`config.mk`:
```
export PLATFORM = sky130hd
export DESIGN_NAME = json_string_escape_encoder_top
export DESIGN_NICKNAME = d
export VERILOG_FILES = /design/src/rtl/jse_pkg.sv /design/src/rtl/jse_encode.sv /design/src/rtl/json_string_escape_encoder_top.sv
export SDC_FILE = /design/constraint.sdc
export NUM_CORES = 1
export LEC_CHECK = 0
export BUFFER_PORTS_ARGS = -buffer_cell sky130_fd_sc_hd__buf_2
export CORE_ASPECT_RATIO = 0.7
export CORE_MARGIN = 8
export CORE_UTILIZATION = 42
export CTS_CLUSTER_DIAMETER = 120
export DETAILED_ROUTE_END_ITERATION = 12
export HOLD_SLACK_MARGIN = 0.1
export PLACE_DENSITY_LB_ADDON = 0.08
export SLEW_MARGIN = 20
export SYNTH_ARGS = -nofsm -noshare
export SYNTH_HDL_FRONTEND = slang
export SYNTH_SLANG_ARGS = --single-unit
export TNS_END_PERCENT = 10
```
`constraint.sdc`:
```
create_clock -name clk -period 6.7 [get_ports clk]
set_clock_uncertainty 0.1 [all_clocks]
set_input_delay 1.005 -clock clk [delete_from_list [all_inputs] [get_ports clk]]
set_output_delay 1.005 -clock clk [all_outputs]
set_load 0.01 [all_outputs]
```
`src/rtl/jse_pkg.sv`:
```
// Shared types, constants and helpers for the JSON string escape encoder.
package jse_pkg;

	localparam int MaxBytes = 12;
	localparam int CntW     = 4;

	typedef enum logic [1:0] {
		ACT_BEGIN = 2'd0,
		ACT_UNIT  = 2'd1,
		ACT_END   = 2'd2,
		ACT_NONE  = 2'd3
	} action_t;

	localparam logic [15:0] SURR_HIGH_LO = 16'hD800;
	localparam logic [15:0] SURR_HIGH_HI = 16'hDBFF;
	localparam logic [15:0] SURR_LOW_LO  = 16'hDC00;
	localparam logic [15:0] SURR_LOW_HI  = 16'hDFFF;
	localparam logic [20:0] SUPP_BASE    = 21'h10000;
	localparam logic [15:0] CTRL_LIMIT   = 16'h0020;

	localparam logic [7:0] CH_QUOTE = 8'h22;
	localparam logic [7:0] CH_BSL   = 8'h5C;
	localparam logic [7:0] CH_U     = 8'h75;
	localparam logic [7:0] CH_B     = 8'h62;
	localparam logic [7:0] CH_F     = 8'h66;
	localparam logic [7:0] CH_N     = 8'h6E;
	localparam logic [7:0] CH_R     = 8'h72;
	localparam logic [7:0] CH_T     = 8'h74;

	localparam logic [15:0] CU_QUOTE = 16'h0022;
	localparam logic [15:0] CU_BSL   = 16'h005C;
	localparam logic [15:0] CU_BS    = 16'h0008;
	localparam logic [15:0] CU_FF    = 16'h000C;
	localparam logic [15:0] CU_LF    = 16'h000A;
	localparam logic [15:0] CU_CR    = 16'h000D;
	localparam logic [15:0] CU_TAB   = 16'h0009;

	typedef struct packed {
		logic [MaxBytes-1:0][7:0] bytes;
		logic [CntW-1:0]          count;
		logic                     held_valid;
		logic [15:0]              held_high;
	} enc_t;

	// lowercase hex digit
	function automatic logic [7:0] hex_char(input logic [3:0] nib);
		hex_char = (nib < 4'd10) ? (8'h30 + {4'h0, nib}) : (8'h57 + {4'h0, nib});
	endfunction

	// backslash, u, four hex digits; element 0 goes out first
	function automatic logic [5:0][7:0] hex_seq(input logic [15:0] v);
		logic [5:0][7:0] s;
		s[0] = CH_BSL;
		s[1] = CH_U;
		s[2] = hex_char(v[15:12]);
		s[3] = hex_char(v[11:8]);
		s[4] = hex_char(v[7:4]);
		s[5] = hex_char(v[3:0]);
		hex_seq = s;
	endfunction

endpackage

```
`src/rtl/jse_encode.sv`:
```
// Combinational escape and UTF-8 encoding of one item into a byte run.
module jse_encode import jse_pkg::*; (
	input  logic [1:0]  action,
	input  logic [15:0] code_unit,
	input  logic        held_valid,
	input  logic [15:0] held_high,
	output enc_t        enc
);

	logic [5:0][7:0] m;
	logic [5:0][7:0] hx_held;
	logic [5:0][7:0] hx_unit;
	logic [2:0]      mcnt;
	logic            flush;
	logic            is_high;
	logic            is_low;
	logic [20:0]     cp;

	assign is_high = (code_unit >= SURR_HIGH_LO) && (code_unit <= SURR_HIGH_HI);
	assign is_low  = (code_unit >= SURR_LOW_LO) && (code_unit <= SURR_LOW_HI);
	assign cp      = {1'b0, held_high[9:0], code_unit[9:0]} + SUPP_BASE;
	assign hx_held = hex_seq(held_high);
	assign hx_unit = hex_seq(code_unit);

	always_comb begin
		m              = '0;
		mcnt           = 3'd0;
		flush          = 1'b0;
		enc.held_valid = held_valid;
		enc.held_high  = held_high;
		unique case (action_t'(action))
			ACT_BEGIN, ACT_END: begin
				flush          = held_valid;
				m[0]           = CH_QUOTE;
				mcnt           = 3'd1;
				enc.held_valid = 1'b0;
			end
			ACT_UNIT: begin
				enc.held_valid = 1'b0;
				if (held_valid && is_low) begin
					m[0] = {5'b11110, cp[20:18]};
					m[1] = {2'b10, cp[17:12]};
					m[2] = {2'b10, cp[11:6]};
					m[3] = {2'b10, cp[5:0]};
					mcnt = 3'd4;
				end else begin
					flush = held_valid;
					case (code_unit)
						CU_QUOTE: begin m[0] = CH_BSL; m[1] = CH_QUOTE; mcnt = 3'd2; end
						CU_BSL:   begin m[0] = CH_BSL; m[1] = CH_BSL;   mcnt = 3'd2; end
						CU_BS:    begin m[0] = CH_BSL; m[1] = CH_B;     mcnt = 3'd2; end
						CU_FF:    begin m[0] = CH_BSL; m[1] = CH_F;     mcnt = 3'd2; end
						CU_LF:    begin m[0] = CH_BSL; m[1] = CH_N;     mcnt = 3'd2; end
						CU_CR:    begin m[0] = CH_BSL; m[1] = CH_R;     mcnt = 3'd2; end
						CU_TAB:   begin m[0] = CH_BSL; m[1] = CH_T;     mcnt = 3'd2; end
						default: begin
							if (code_unit < CTRL_LIMIT || is_low) begin
								m    = hx_unit;
								mcnt = 3'd6;
							end else if (is_high) begin
								enc.held_valid = 1'b1;
								enc.held_high  = code_unit;
							end else if (code_unit < 16'h0080) begin
								m[0] = code_unit[7:0];
								mcnt = 3'd1;
							end else if (code_unit < 16'h0800) begin
								m[0] = {3'b110, code_unit[10:6]};
								m[1] = {2'b10, code_unit[5:0]};
								mcnt = 3'd2;
							end else begin
								m[0] = {4'b1110, code_unit[15:12]};
								m[1] = {2'b10, code_unit[11:6]};
								m[2] = {2'b10, code_unit[5:0]};
								mcnt = 3'd3;
							end
						end
					endcase
				end
			end
			default: ;
		endcase

		// an unpaired held surrogate goes first, the unit's own bytes follow it
		for (int i = 0; i < 6; i++) begin
			enc.bytes[i]     = flush ? hx_held[i] : m[i];
			enc.bytes[i + 6] = m[i];
		end
		enc.count = (flush ? CntW'(6) : CntW'(0)) + CntW'(mcnt);
	end

endmodule

```
`src/rtl/json_string_escape_encoder_top.sv`:
```
// Top level of the JSON string escape encoder: item input, byte run buffer, byte output.
// Takes UTF-16 code units plus begin and end markers and gives a quoted, JSON-escaped
// UTF-8 byte stream, one byte per cycle on the byte channel while byte_ready is high;
// run_last marks the final byte caused by each item. Each item is encoded in the cycle
// it is accepted into a twelve-byte run register, which is then read out one byte a
// cycle while byte_ready is high, and the next item is taken in the cycle its last byte
// leaves: plain text runs at one unit per cycle when the byte channel does not stall,
// and items that yield nothing (a high surrogate held with none before it, or action
// 3) leave the run register empty, ready for the next item.
module json_string_escape_encoder_top import jse_pkg::*; (
	input  logic        clk,
	input  logic        arst_n,
	input  logic        unit_valid,
	output logic        unit_ready,
	input  logic [1:0]  action,
	input  logic [15:0] code_unit,
	output logic        byte_valid,
	input  logic        byte_ready,
	output logic [7:0]  out_byte,
	output logic        run_last
);

	enc_t                     enc;
	logic                     held_valid_q;
	logic [15:0]              held_high_q;
	logic [MaxBytes-1:0][7:0] bytes_s1;
	logic [CntW-1:0]          cnt_s1;
	logic [CntW-1:0]          idx_q;
	logic                     valid_q;
	logic                     last;
	logic                     unit_acc;
	logic                     byte_acc;

	jse_encode u_encode (
		.action     (action),
		.code_unit  (code_unit),
		.held_valid (held_valid_q),
		.held_high  (held_high_q),
		.enc        (enc)
	);

	assign last       = (idx_q == (cnt_s1 - CntW'(1)));
	assign byte_valid = valid_q;
	assign out_byte   = bytes_s1[idx_q];
	assign run_last   = last;
	assign byte_acc   = valid_q && byte_ready;
	assign unit_ready = !valid_q || (byte_ready && last);
	assign unit_acc   = unit_valid && unit_ready;

	always_ff @(posedge clk or negedge arst_n) begin
		if (!arst_n) begin
			valid_q      <= 1'b0;
			idx_q        <= '0;
			held_valid_q <= 1'b0;
			held_high_q  <= '0;
		end else if (unit_acc) begin
			valid_q      <= (enc.count != '0);
			idx_q        <= '0;
			held_valid_q <= enc.held_valid;
			held_high_q  <= enc.held_high;
		end else if (byte_acc) begin
			if (last) begin
				valid_q <= 1'b0;
			end else begin
				idx_q <= idx_q + CntW'(1);
			end
		end
	end

	always_ff @(posedge clk) begin
		if (unit_acc) begin
			bytes_s1 <= enc.bytes;
			cnt_s1   <= enc.count;
		end
	end

endmodule

```
* Word-level counts from Yosys, hierarchy flattened
Index checks and enable logic that the tools add are counted.
** Storage, ports and cells
- Bits in registers :: 122
- Output and inout bits :: 11
** Operators by class
- $add $sub $neg :: 20
- Order comparisons :: 16
- Equality and inequality tests :: 11
- Muxes and demuxes :: 55
- Bitwise gates (word level) :: 3
- Reductions and logical operators :: 20
** Operators with widths (count)
- 16-bit two-way mux :: 8
- 8-bit two-way mux :: 15
- 16-bit one-hot mux with 7 select lines :: 1
- 24-bit two-way mux :: 4
- 16-bit by 4-bit == test with 1-bit output, second input constant :: 5
- 17-bit two-way mux :: 4
- 7-bit by 4-bit adder with 8-bit output, first input constant :: 8
- 32-bit two-way mux :: 2
- 6-bit by 4-bit adder with 7-bit output, first input constant :: 8
- 40-bit two-way mux :: 1
- 8-bit binary-select mux with 4-bit select :: 1
- 16-bit >= comparator, second input constant :: 2
- 16-bit less-or-equal comparator, second input constant :: 2
- 4-bit less-than comparator, second input constant :: 8
- 20-bit by 17-bit adder with 21-bit output, second input constant :: 1
- 3-bit two-way mux :: 6
- 16-bit by 6-bit == test with 1-bit output, second input constant :: 1
- 16-bit by 7-bit == test with 1-bit output, second input constant :: 1
- 16-bit by 12-bit less-than comparator with 1-bit output, second input constant :: 1
- 16-bit by 6-bit less-than comparator with 1-bit output, second input constant :: 1
- 16-bit by 8-bit less-than comparator with 1-bit output, second input constant :: 1
- 8-bit one-hot mux with 2 select lines :: 1
- 14-bit two-way mux :: 1
- 4-bit two-way mux :: 3
- other kinds (22) :: 39

* Longest topological paths before layout
Gate-level depths: netlist of run 1.
- Depth after elaboration :: 16
- Depth in mapped cells :: 14
- Depth with buffers taken out :: 12

* Cells and area by module
A second synthesis of run 1 with hierarchy kept.
** Unflattened totals
- Cells, all modules :: 712
- Area total of the unflattened synthesis :: 7786.2 um^2
** By module, submodules not included
- json_string_escape_encoder_top :: instances 1, cells an instance 240, area an instance 4862.2 um^2, seq. area each 3553.4 um^2
- jse_encode :: instances 1, cells an instance 472, area an instance 2924.1 um^2, seq. area each 0.0 um^2

* Least setup slack after synthesis of run 1
Ideal clock, no wire load.
- Kind :: flip-flop to flip-flop
- Start point :: register cnt_s1[0]
- End point :: register held_high_q[5]
- Arrival time :: 4.967 ns
- Data required time :: 6.521 ns
- Path slack :: 1.554 ns
- Cell stages (with the launch flop) :: 12
- Buffers on the path :: 1
- Cells stage by stage :: edfxtp_1 -> inv_1 -> ha_1 -> xnor3_1 -> nand3_1 -> nor2_1 -> a21oi_1 -> inv_1 -> and2_1 -> nor4b_4 -> buf_4 -> mux2i_1
** On the way
- Cells in the longest elaborated chain, start to end :: 6
** Ends and longest elaborated chain
- from (decl) :: line json_string_escape_encoder_top.sv:27 : logic [CntW-1:0] cnt_s1;
- from (signal assigned) :: line json_string_escape_encoder_top.sv:73 : cnt_s1 <= enc.count;
- 4-bit by 1-bit subtractor with 4-bit output :: line json_string_escape_encoder_top.sv:42 : assign last = (idx_q == (cnt_s1 - CntW'(1)));
- 4-bit == test :: line json_string_escape_encoder_top.sv:42
- net run_last :: line json_string_escape_encoder_top.sv:20 : output logic run_last
- 1-bit logical AND :: line json_string_escape_encoder_top.sv:47 : assign unit_ready = !valid_q || (byte_ready && last);
- 1-bit logical OR :: line json_string_escape_encoder_top.sv:47
- net unit_ready :: line json_string_escape_encoder_top.sv:14 : output logic unit_ready,
- 1-bit logical AND :: line json_string_escape_encoder_top.sv:48 : assign unit_acc = unit_valid && unit_ready;
- net unit_acc :: line json_string_escape_encoder_top.sv:31 : logic unit_acc;
- 6-bit AND reduction (no source line)
- to (signal assigned) :: line json_string_escape_encoder_top.sv:60 : held_high_q <= enc.held_high;
- to (decl) :: line json_string_escape_encoder_top.sv:25 : logic [15:0] held_high_q;
The timed path passes the listed nets, and every way through them passes these cells.
A chain may end at the register's enable or synchronous reset.

==> results of run 1 <==
[per-layer routing]
metal  global-route usage, %  wire length (um)
met1                   32.89             11000
met2                   28.36              9092
met3                   8.201              2257
met4                   4.691               316
met5                       0                 0
[worst reg2reg max path, delay by kind of cell (launching register included)]
family | cells | cell delay [ps]
AO/OA/AOI/OAI | 1 | 150
XOR/XNOR | 2 | 390
buffers and inverters | 2 | 430
flip-flops | 1 | 920
multiplexers | 1 | 360
AND/OR/NAND/NOR | 3 | 1340
[Yosys cell counts, types with 7 or more instances]
master,count,area [um^2]
nand2b_1,9,56.30
dfrtp_1,22,550.5
inv_1,36,135.1
nor2_1,40,150.1
o22ai_1,11,68.82
o21ai_0,28,140.1
mux2i_1,21,210.2
ha_1,26,325.3
or2_2,7,43.79
and2_1,13,81.33
clkbuf_1,25,93.84
a22o_1,9,78.83
xnor2_1,13,113.9
mux4_2,22,495.5
nand2_1,58,217.7
nor3_1,12,60.06
o211ai_1,7,52.55
edfxtp_1,96,2883
a21o_1,11,82.58
nand3_1,22,110.1
a21oi_1,33,165.2
mux2_2,9,101.4
[how the worst max path moves through the flow]
stage / to
after CTS: byte_valid
after detailed placement: byte_valid
final: byte_valid
after global routing: byte_valid
after floorplan: held_high_q[5]
after global placement: byte_valid
[layout make-up]
type / count / area share [%]
Multi-Input combinational cell: 446 / 41.90
Tap cell: 225 / 3.524
Clock inverter: 14 / 1.895
Sequential cell: 118 / 43.00
Inverter: 36 / 1.692
Timing Repair Buffer: 39 / 2.663
Clock buffer: 17 / 5.326
[stage by stage]
stage	util (%)	worst slack (ps)	hold slack, ps	area (um^2)	power [W]
final	48.72	2308	491.2	7988	0.002520
after floorplan	-	1554	416.8	7074	0.001428
after global placement	45.20	1878	475.0	7411	0.001632
after detailed placement	45.20	1974	477.2	7411	0.001642
after CTS	48.72	2399	490.8	7988	0.002539
after global routing	48.72	2007	519.8	7988	0.002629
[power groups by stage]
stage / Sequential (W) / Clock, W / Combinational (W)
floorplan: 0.000942 / 0 / 0.000486
global placement: 0.000970 / 0 / 0.000662
detailed placement: 0.000974 / 0 / 0.000668
CTS: 0.000959 / 0.000910 / 0.000670
global route: 0.000968 / 0.000944 / 0.000716
finish: 0.000958 / 0.000900 / 0.000661
[logic make-up after synthesis]
group           after synthesis
fa+ha+maj                    27
xor+xnor                     17
buf+inv                      74
simple gates                197
mux                          52
flops                       118
compound gates              153
[state kept, by name, summed over array words and instances, names as in the netlist]
register      flops
idx_q             4
held_valid_q      1
bytes_s1         92
byte_valid        1
cnt_s1            4
held_high_q      16
==> results.yml, run 1 <==
outcome:
  status: "completed"
synthesis:
  ys_warn_count: 0
  synthMuxAreaShare_pct: 11.41
  ys_seq_area_share_pct: 48.53
  synth_seq_cells: 118
  synthArstFlopShare_pct: 18.64
  synth_xor_xnor_area_share_pct: 2.299
  syn-num-nets: 687
  synth_ff_type: "edfxtp_1"
  synth_edf_count: 96
  syn_area_mm2: 0.007074
  yosysUniqueCellTypes: 70
  avgSynthCellArea_um2: 11.09
  synth_compound_area_share_pct: 14.68
  synth_fa_ha_area_share_pct: 4.881
  postSynthCellCount: 638
  synth_top_family_by_area: "compound AO/OA/AOI/OAI gates"
  synth-simple-area-share_pct: 14.01
timing:
  finalMaxSlewViolations: 0
  min_period_over_period_pct: 65.56
  relSlewSlack_pct: 36.43
  final_hold_viol_count: 0
  min_period_ps: 4392
  clock.fmax_ghz: 0.2277
  setup_viol: 0
  rsz0062_at_grt: "false"
  tns_ps: 0
  tightest_slew_ps: 943.6
pwr:
  ir_worst_vdd_v: 0.0002372
  power_frac_comb_pct: 26.3
  p_sw_w: 0.0007804
  p_leak_nw: 3.163
  swShare_pct: 30.97
  pwr_density_cell_mw_per_mm2: 315.5
  p_clk_share_pct: 35.7
  seqPwrFrac_pct: 38.0
  internal-power_w: 0.001739
worst_setup_path:
  worst_path_max_delay_cell: "nor4bb_1"
  critPathMaxStageDelay_ps: 600
  cp_max_fo: 11
  path_buf_inv: 2
  path_depth: 13
  path_cells: "buf_2 -> inv_1 -> ha_1 -> nor4bb_1 -> o31ai_1 -> a31oi_2 -> o21bai_2 -> o21ai_0 -> ha_1 -> fa_1 -> nor3_1 -> o211ai_1 -> a21o_1"
  arrival_ps: 4600
  cp-startpoint: "code_unit[5]"
  cp-start-kind: "input pin"
  reg2reg_from: "idx_q[3]"
  worstSetupEndpointType: "register"
  r2r_slack_ps: 2910
  setup.worst_path.class: "in -> reg"
  worst-r2r-cell-count: 9
  reg2reg_to: "held_high_q[2]"
  worstPathRequired_ps: 6910
  crit_top_cell: "ha_1"
  path_delay_family: "compound AO/OA/AOI/OAI gates"
place:
  dp_hpwl_mm: 16.74
  place_inst: 864
  place_congestion: 0.9602
  io_buffers: 32
hold_path:
  hp-class: "reg -> reg"
  hp-start: "byte_valid"
  holdPathStages: 1
  hold_path_end: "idx_q[1]"
cts:
  cts_buffers: 17
  clkSlewWorstSetupHoldPaths_ps: 60
  h-tree-depth: 4
  cts.sinks: 118
  clk_latency_ps: 420
  root_buffer: "clkbuf_16"
  hold_buffers: 0
  clockBufferDepth: 2
  cts_setup_buffers: 0
  cts_tree: "built"
  post_cts_resized: 0
route:
  first_iter_violations: 656
  wirelength_mm: 22.67
  wl_per_cell_um: 25.33
  vias: 5452
  drc: 0
  drt_first_pass_iters: 6
  ant_nets: 0
  viasPerCell: 6.092
floorplan:
  io-pin-count: 33
  floorplan.initialDensity_pct: 43.15
  dieArea_mm2: 0.02132
  fp.coreArea_mm2: 0.01640
  die_w_um: 171.1
  die_h_um: 124.6
  row_count: 39
grt:
  grt_pass1_wl_mm: 33.95
  overflow: 0
  grt_antenna_before_repair: 1
  grt_max_degree: 73
  grt_usage_pct: 21.71
  grt_pass1_vias: 5199
layout:
  multi_input_area_mm2: 0.003347
  drive_gt1_share_pct: 17.46
  final_common_cell: "edfxtp_1"
  layoutNonFillerInstCount: 895
  ff_latch_area_mm2: 0.003435
  final_nets: 707
  n_antenna_cell: 0
  nFillCells: 1529
  syn2layout_area_growth_pct: 12.91
  final_cell_mix: "edfxtp_1, nand2_1, nor2_1, inv_1, a21oi_1"
flow_run:
  maxCapViolCount: 0
(Power assumes the default switching activity.)
==> run 2: changes to the inputs <==
--- a/config.mk
+++ b/config.mk
@@ -5,6 +5,7 @@
 export SDC_FILE = /design/constraint.sdc
 export NUM_CORES = 1
 export LEC_CHECK = 0
+export ABC_AREA = 1
 export BUFFER_PORTS_ARGS = -buffer_cell sky130_fd_sc_hd__buf_2
 export CORE_ASPECT_RATIO = 0.7
 export CORE_MARGIN = 8
==> constraint.sdc (replaced) <==
create_clock -name clk -period 3.9 [get_ports clk]
set_clock_uncertainty 0.1 [all_clocks]
set_input_delay 0.585 -clock clk [delete_from_list [all_inputs] [get_ports clk]]
set_output_delay 0.585 -clock clk [all_outputs]
set_load 0.01 [all_outputs]
==> run 2 against run 1 <==
- final area up 5.9%
- cell count up 31%
- clock-buffer cell count unchanged
- first-iteration DRC count up 15%
- power up 78%
- register-to-register slack worse by 1700 ps
- routed wire length up 17%
- global-route usage up 2.1 points
- clock power up 83%
- die area up 4.0%
- hold slack worse by 100 ps
- via count up 22%
- critical endpoint unchanged
==> results.yml, run 2 <==
synthesis:
  syn-num-nets: 941
  post-synth-top-count-cell: "nand2_1"
  netlist.area_leader.share_pct: 38.99
  synth_common_cells: "nand2_1, nor2_1, edfxtp_1, o21ai_0, inv_1"
  postSynthCellCount: 892
  synth_ff_type: "edfxtp_1"
  ys_warn_count: 0
  syn_area_mm2: 0.007393
  synth.area.top_cells: "edfxtp_1, nand2_1, dfrtp_1"
  ys_seq_area_share_pct: 46.44
  synthArstFlopShare_pct: 18.64
  synth_seq_cells: 118
  synth_area_leader_cell: "edfxtp_1"
  avgSynthCellArea_um2: 8.288
  yosysUniqueCellTypes: 50
  synth_edf_count: 96
grt:
  grt_pass1_vias: 6310
  grt_usage_pct: 23.82
  grt_max_degree: 49
  grt_pass1_wl_mm: 39.64
  grt_antenna_before_repair: 0
  overflow: 0
floorplan:
  dieArea_mm2: 0.02217
  io-pin-count: 33
  die_w_um: 174.6
  floorplan.initialDensity_pct: 42.94
  row_count: 40
  die_h_um: 127.0
  fp.coreArea_mm2: 0.01722
layout:
  top_register: "bytes_s1"
  syn2layout_area_growth_pct: 14.45
  n_antenna_cell: 0
  final_nets: 981
  final_cell_mix: "nand2_1, nor2_1, edfxtp_1, o21ai_0, inv_1"
  largest_reg_flops: 92
  final_common_cell: "nand2_1"
  drive_gt1_share_pct: 15.34
  final_util_pct: 49.15
  reg_top3: "bytes_s1 (92), held_high_q (16)"
  nFillCells: 1692
  layoutNonFillerInstCount: 1176
route:
  wl_per_cell_um: 22.58
  vias: 6652
  viasPerCell: 5.656
  ant_nets: 0
  first_iter_violations: 755
  drt_first_pass_iters: 5
  wirelength_mm: 26.55
  drc: 0
cts:
  h-tree-depth: 4
  hold_buffers: 1
  post_cts_resized: 0
  cts_buffers: 17
  clockBufferDepth: 2
  root_buffer: "clkbuf_16"
  clk_latency_ps: 420
  cts_tree: "built"
  cts_setup_buffers: 0
  clkSlewWorstSetupHoldPaths_ps: 60
  cts.sinks: 118
timing:
  tns_ps: 0
  finalMaxSlewViolations: 0
  tightest_slew_ps: 712.1
  min_period_ps: 3164
  min_period_over_period_pct: 81.13
  setup_slack_ps: 735.8
  relSlewSlack_pct: 52.53
  setup_viol: 0
  final_hold_viol_count: 0
  clock.fmax_ghz: 0.3160
  rsz0062_at_grt: "false"
place:
  place_congestion: 0.9533
  place_inst: 1143
  pre_cts_ws_ps: 366.8
  dp_hpwl_mm: 20.30
  io_buffers: 32
pwr:
  seqPwrFrac_pct: 34.2
  pwr_density_cell_mw_per_mm2: 530.6
  p_sw_w: 0.001575
  power_frac_comb_pct: 29.2
  swShare_pct: 35.07
  ir_worst_vdd_v: 0.0005865
  internal-power_w: 0.002915
  p_leak_nw: 3.795
  p_clk_share_pct: 36.7
worst_setup_path:
  crit_top_cell: "nand2_1"
  worst-r2r-cell-count: 8
  reg2reg_from: "idx_q[1]"
  reg2reg_to: "cnt_s1[1]"
  cp_max_fo: 7
  worstPathRequired_ps: 4100
  setup.worst_path.class: "in -> reg"
  path_delay_family: "simple AND/OR/NAND/NOR gates"
  arrival_ps: 3360
  r2r_slack_ps: 1260
  worstSetupEndpointType: "register"
  path_buf_inv: 3
  path_cells: "buf_2 -> inv_1 -> ha_1 -> nand2_1 -> inv_1 -> nand3_1 -> nand2_1 -> nor2_2 -> nand2_2 -> nand2_2 -> o21ai_0 -> ha_1 -> fa_1 -> nor3_1 -> nand3_1 -> nand2_1 -> nand2_1"
  critPathMaxStageDelay_ps: 460
  worst_path_max_delay_cell: "fa_1"
  cp-start-kind: "input pin"
hold_path:
  hp-class: "reg -> reg"
  holdPathStages: 2
  hp-start: "held_high_q[13]"
  hold_path_end: "held_high_q[13]"
flow_run:
  maxCapViolCount: 0
outcome:
  status: "completed"
## run 2: cell count changes in the layout (fill, tap and decap cells not counted), sizes merged, moves of 16 or more
cell   previous run  this run
nand2            58       209
nor2             40       131
o21ai            30        98
inv              39       102
nand3            22        59
mux4             22         0
mux2i            21         1
buf              39        55
nand4             5        21
## run 2: per-stage QoR
step                      total power (W)  hold WS, ps  instance area [um^2]
after floorplan                  0.002353        189.4                  7393
after global placement           0.002831        366.2                  7838
after detailed placement         0.002848        384.0                  7838
after CTS                        0.004512        379.0                  8462
after global routing             0.004706        403.1                  8462
final                            0.004490        387.5                  8462
## run 2: metal layers
metal / global-route usage (%) / share of wire [%] / vias up
met2: 33.95 / 42 / 278
met5: 0 / 0 / -
met4: 9.891 / 3.3 / 0
li1: - / - / 3109
met3: 6.533 / 8.3 / 46
met1: 33.47 / 47 / 3219
## run 2: how the worst max path moves through the flow
stage | startpoint | to | slack, ps | cells past startpoint
floorplan | cnt_s1[0] | bytes_s1[0] | 20 | 9
global placement | code_unit[5] | byte_valid | 490 | 17
detailed placement | code_unit[0] | byte_valid | 370 | 17
CTS | code_unit[5] | byte_valid | 820 | 17
global route | code_unit[0] | byte_valid | 530 | 17
finish | code_unit[5] | byte_valid | 740 | 17
## run 2: logic make-up (layout without fill, tap and decap cells)
kind of cell / Yosys count / after routing / share of synthesized area, %
AO/OA/AOI/OAI: 170 / 170 / 13.51
XOR/XNOR: 12 / 12 / 1.422
adder cells (fa/ha/maj): 27 / 27 / 4.671
buffers and inverters: 131 / 184 / 7.497
flip-flops: 118 / 118 / 46.44
multiplexers: 1 / 1 / 0.1354
AND/OR/NAND/NOR: 433 / 433 / 26.33
## run 2: power by group through the flow
stage	Combinational, W	Sequential, W	Clock (W)
3_3_place_gp	0.00128	0.00156	0
4_1_cts	0.00130	0.00153	0.00168
6_report	0.00131	0.00153	0.00165
3_5_place_dp	0.00129	0.00156	0
2_1_floorplan	0.000816	0.00154	0
5_1_grt	0.00144	0.00154	0.00173
## run 2: cell type report
cell class	count	area, um^2	share of cell area (%)
Clock buffer	17	425.4	5.027
Clock inverter	15	188.9	2.233
Inverter	96	364.1	4.303
Multi-Input combinational cell	643	3406	40.25
Sequential cell	118	3433	40.57
Tap cell	231	289.0	3.416
Timing Repair Buffer	56	355.3	4.199
## run 2: tightest hold or removal path, stage by stage, from the launching register on
cell and delay [ps]:
dfrtp_1 360, nand2_1 60, nand2_1 40
==> run 3: changes to the inputs <==
--- a/config.mk
+++ b/config.mk
@@ -5,7 +5,7 @@
 export SDC_FILE = /design/constraint.sdc
 export NUM_CORES = 1
 export LEC_CHECK = 0
-export ABC_AREA = 1
+export ABC_AREA = 0
 export BUFFER_PORTS_ARGS = -buffer_cell sky130_fd_sc_hd__buf_2
 export CORE_ASPECT_RATIO = 0.7
 export CORE_MARGIN = 8
==> constraint.sdc (replaced) <==
create_clock -name clk -period 2.6 [get_ports clk]
set_clock_uncertainty 0.1 [all_clocks]
set_input_delay 0.39 -clock clk [delete_from_list [all_inputs] [get_ports clk]]
set_output_delay 0.39 -clock clk [all_outputs]
set_load 0.01 [all_outputs]
==> run 3 against run 2 <==
- the run now ends with setup timing left
- critical path depth is 4 lower
- utilization up 9.6 points
- sequential share of layout area is 4.9 points lower
- final area rose by 14%
- first-iteration DRC count fell by 24%
- clock-buffer cell count is 3 higher
- via count fell by 9.7%
- cell count shrank 10%
- non-clock buffer count rose by 143
- die area fell by 3.8%
- register-to-register slack worse by 1200 ps
- routed wire length is 8.3% lower
- critical path type unchanged
- critical endpoint unchanged
- largest cell class is now multi-input combinational cells
==> results.yml, run 3 (synthesis results as in run 1) <==
worst_setup_path:
  worst-r2r-cell-count: 11
  worst_path_max_delay_cell: "or4b_4"
  cp_max_fo: 2
  arrival_ps: 3160
  worstPathRequired_ps: 2800
  worstSetupEndpointType: "register"
  critPathMaxStageDelay_ps: 530
  setup.worst_path.class: "in -> reg"
  cp-start-kind: "input pin"
  path_cells: "buf_6 -> inv_4 -> ha_4 -> or3b_4 -> or4b_4 -> a32o_2 -> o21bai_4 -> o21ai_2 -> ha_2 -> fa_2 -> nor3_2 -> o211ai_1 -> a21o_1"
timing:
  relSlewSlack_pct: 54.02
  min_period_over_period_pct: 113.8
  tightest_slew_ps: 682.5
  setup_slack_ps: -358.4
  whs_ps: 159.7
  final_hold_viol_count: 0
  tns_ps: -6273
  finalMaxSlewViolations: 0
  rsz0062_at_grt: "true"
  min_period_ps: 2958
  clock.fmax_ghz: 0.3380
  setup_viol: 51
route:
  first_iter_violations: 575
  wl_per_cell_um: 23.05
  wirelength_mm: 24.34
  vias: 6004
  drt_first_pass_iters: 5
  drc: 0
  ant_nets: 0
  viasPerCell: 5.686
pwr:
  ir_worst_vdd_v: 0.001043
  power_frac_comb_pct: 30.8
  seqPwrFrac_pct: 36.1
  p_leak_nw: 4.021
  power_w: 0.006668
  p_clk_share_pct: 33.0
  pwr_density_cell_mw_per_mm2: 692.5
  p_sw_w: 0.002081
  internal-power_w: 0.004587
  swShare_pct: 31.21
layout:
  top_register: "bytes_s1"
  postLayoutCellArea_mm2: 0.009629
  syn2layout_area_growth_pct: 36.12
  final_common_cell: "buf_4"
  n_antenna_cell: 0
  reg_top3: "bytes_s1 (92), held_high_q (16)"
  final_cell_mix: "buf_4, edfxtp_1, nand2_1, inv_1"
  final_nets: 867
  drive_gt1_share_pct: 39.23
  largest_reg_flops: 92
cts:
  cts.sinks: 118
  clkSlewWorstSetupHoldPaths_ps: 50
  clockBufferDepth: 2
  cts_buffers: 17
  clk_latency_ps: 420
  h-tree-depth: 4
  root_buffer: "clkbuf_16"
  cts_tree: "built"
floorplan:
  io-pin-count: 33
  floorplan.initialDensity_pct: 43.15
  die_h_um: 124.6
  fp.coreArea_mm2: 0.01640
  die_w_um: 171.1
  dieArea_mm2: 0.02132
  row_count: 39
hold_path:
  hp-class: "in -> reg"
  holdPathStages: 2
grt:
  grt_max_degree: 95
  overflow: 0
  grt_pass1_wl_mm: 36.81
  grt_pass1_vias: 5867
  grt_usage_pct: 23.05
  grt_antenna_before_repair: 0
outcome:
  violations: "setup timing"
  status: "finished, violations left"
place:
  io_buffers: 32
  place_area_mm2: 0.008572
  place_congestion: 0.9816
  dp_hpwl_mm: 18.34
flow_run:
  maxCapViolCount: 0
==> run 3: cell types whose count changed in the layout (fill, tap and decap cells not counted), sizes merged, moves of 12 or more <==
cell	before	now
o21ai	98	30
mux4	0	22
and2	1	13
nand2	209	58
mux2i	1	21
inv	102	38
buf	55	196
nor2	131	40
nand3	59	22
nand4	21	5
==> run 3: timing repair <==
item / 4_1_cts / 5_1_grt
resized for setup: 15 / 78
setup buffers: 4 / 13
setup endpoints to repair: 86 / 166
hold buffers: 1 / 0
pin swaps: 11 / 18
cloned: 0 / 1
endpoints found under the hold margin: 22 / 0
==> run 3: power by group through the flow <==
stage / Combinational [W] / Sequential, W / Clock, W
final: 0.00206 / 0.00241 / 0.00220
after global routing: 0.00221 / 0.00243 / 0.00232
after CTS: 0.00203 / 0.00241 / 0.00222
after detailed placement: 0.00198 / 0.00244 / 0
after global placement: 0.00196 / 0.00243 / 0
after floorplan: 0.00129 / 0.00241 / 0
==> run 3: cell type report <==
| class | instances | area [um^2] |
|---|---|---|
| Clock buffer | 20 | 436.7 |
| Tap cell | 225 | 281.5 |
| Inverter | 36 | 147.6 |
| Fill cell | 1450 | 6766 |
| Sequential cell | 118 | 3435 |
| Clock inverter | 12 | 105.1 |
| Multi-Input combinational cell | 446 | 3646 |
| Timing Repair Buffer | 199 | 1578 |
==> run 3: metrics by stage <==
step / setup WS [ps] / util [%] / std cells
after floorplan: -847.5 / - / 638
after global placement: -960.7 / 52.28 / 1006
after detailed placement: -1026 / 52.28 / 1006
after CTS: -386.6 / 56.16 / 1043
after global routing: -462.9 / 58.73 / 1056
final: -358.4 / 58.73 / 1056
==> run 3: metal layers <==
metal	vias to the layer above	track usage [%]	part of all wire, %
li1	2771	-	-
met3	19	5.098	7.7
met1	2990	36.30	50
met2	224	30.90	42
met5	-	0	0
met4	0	5.456	1.1
==> run 3: worst paths after layout <==
check,end,slack [ps],start
setup / recovery,byte_valid,-360,code_unit[8]
hold / removal,byte_valid,160,unit_valid
setup reg to reg,held_high_q[11],60,cnt_s1[0]
hold reg to reg,held_high_q[12],480,held_high_q[12]
max in group asynchronous,idx_q[0],1500,arst_n
min in group asynchronous,held_high_q[12],420,arst_n
==> run 3: critical path, delay by kind of cell <==
family / cells / cell delay [ps]
simple gates: 3 / 1050
compound gates: 5 / 800
fa+ha+maj: 3 / 780
buf+inv: 2 / 150
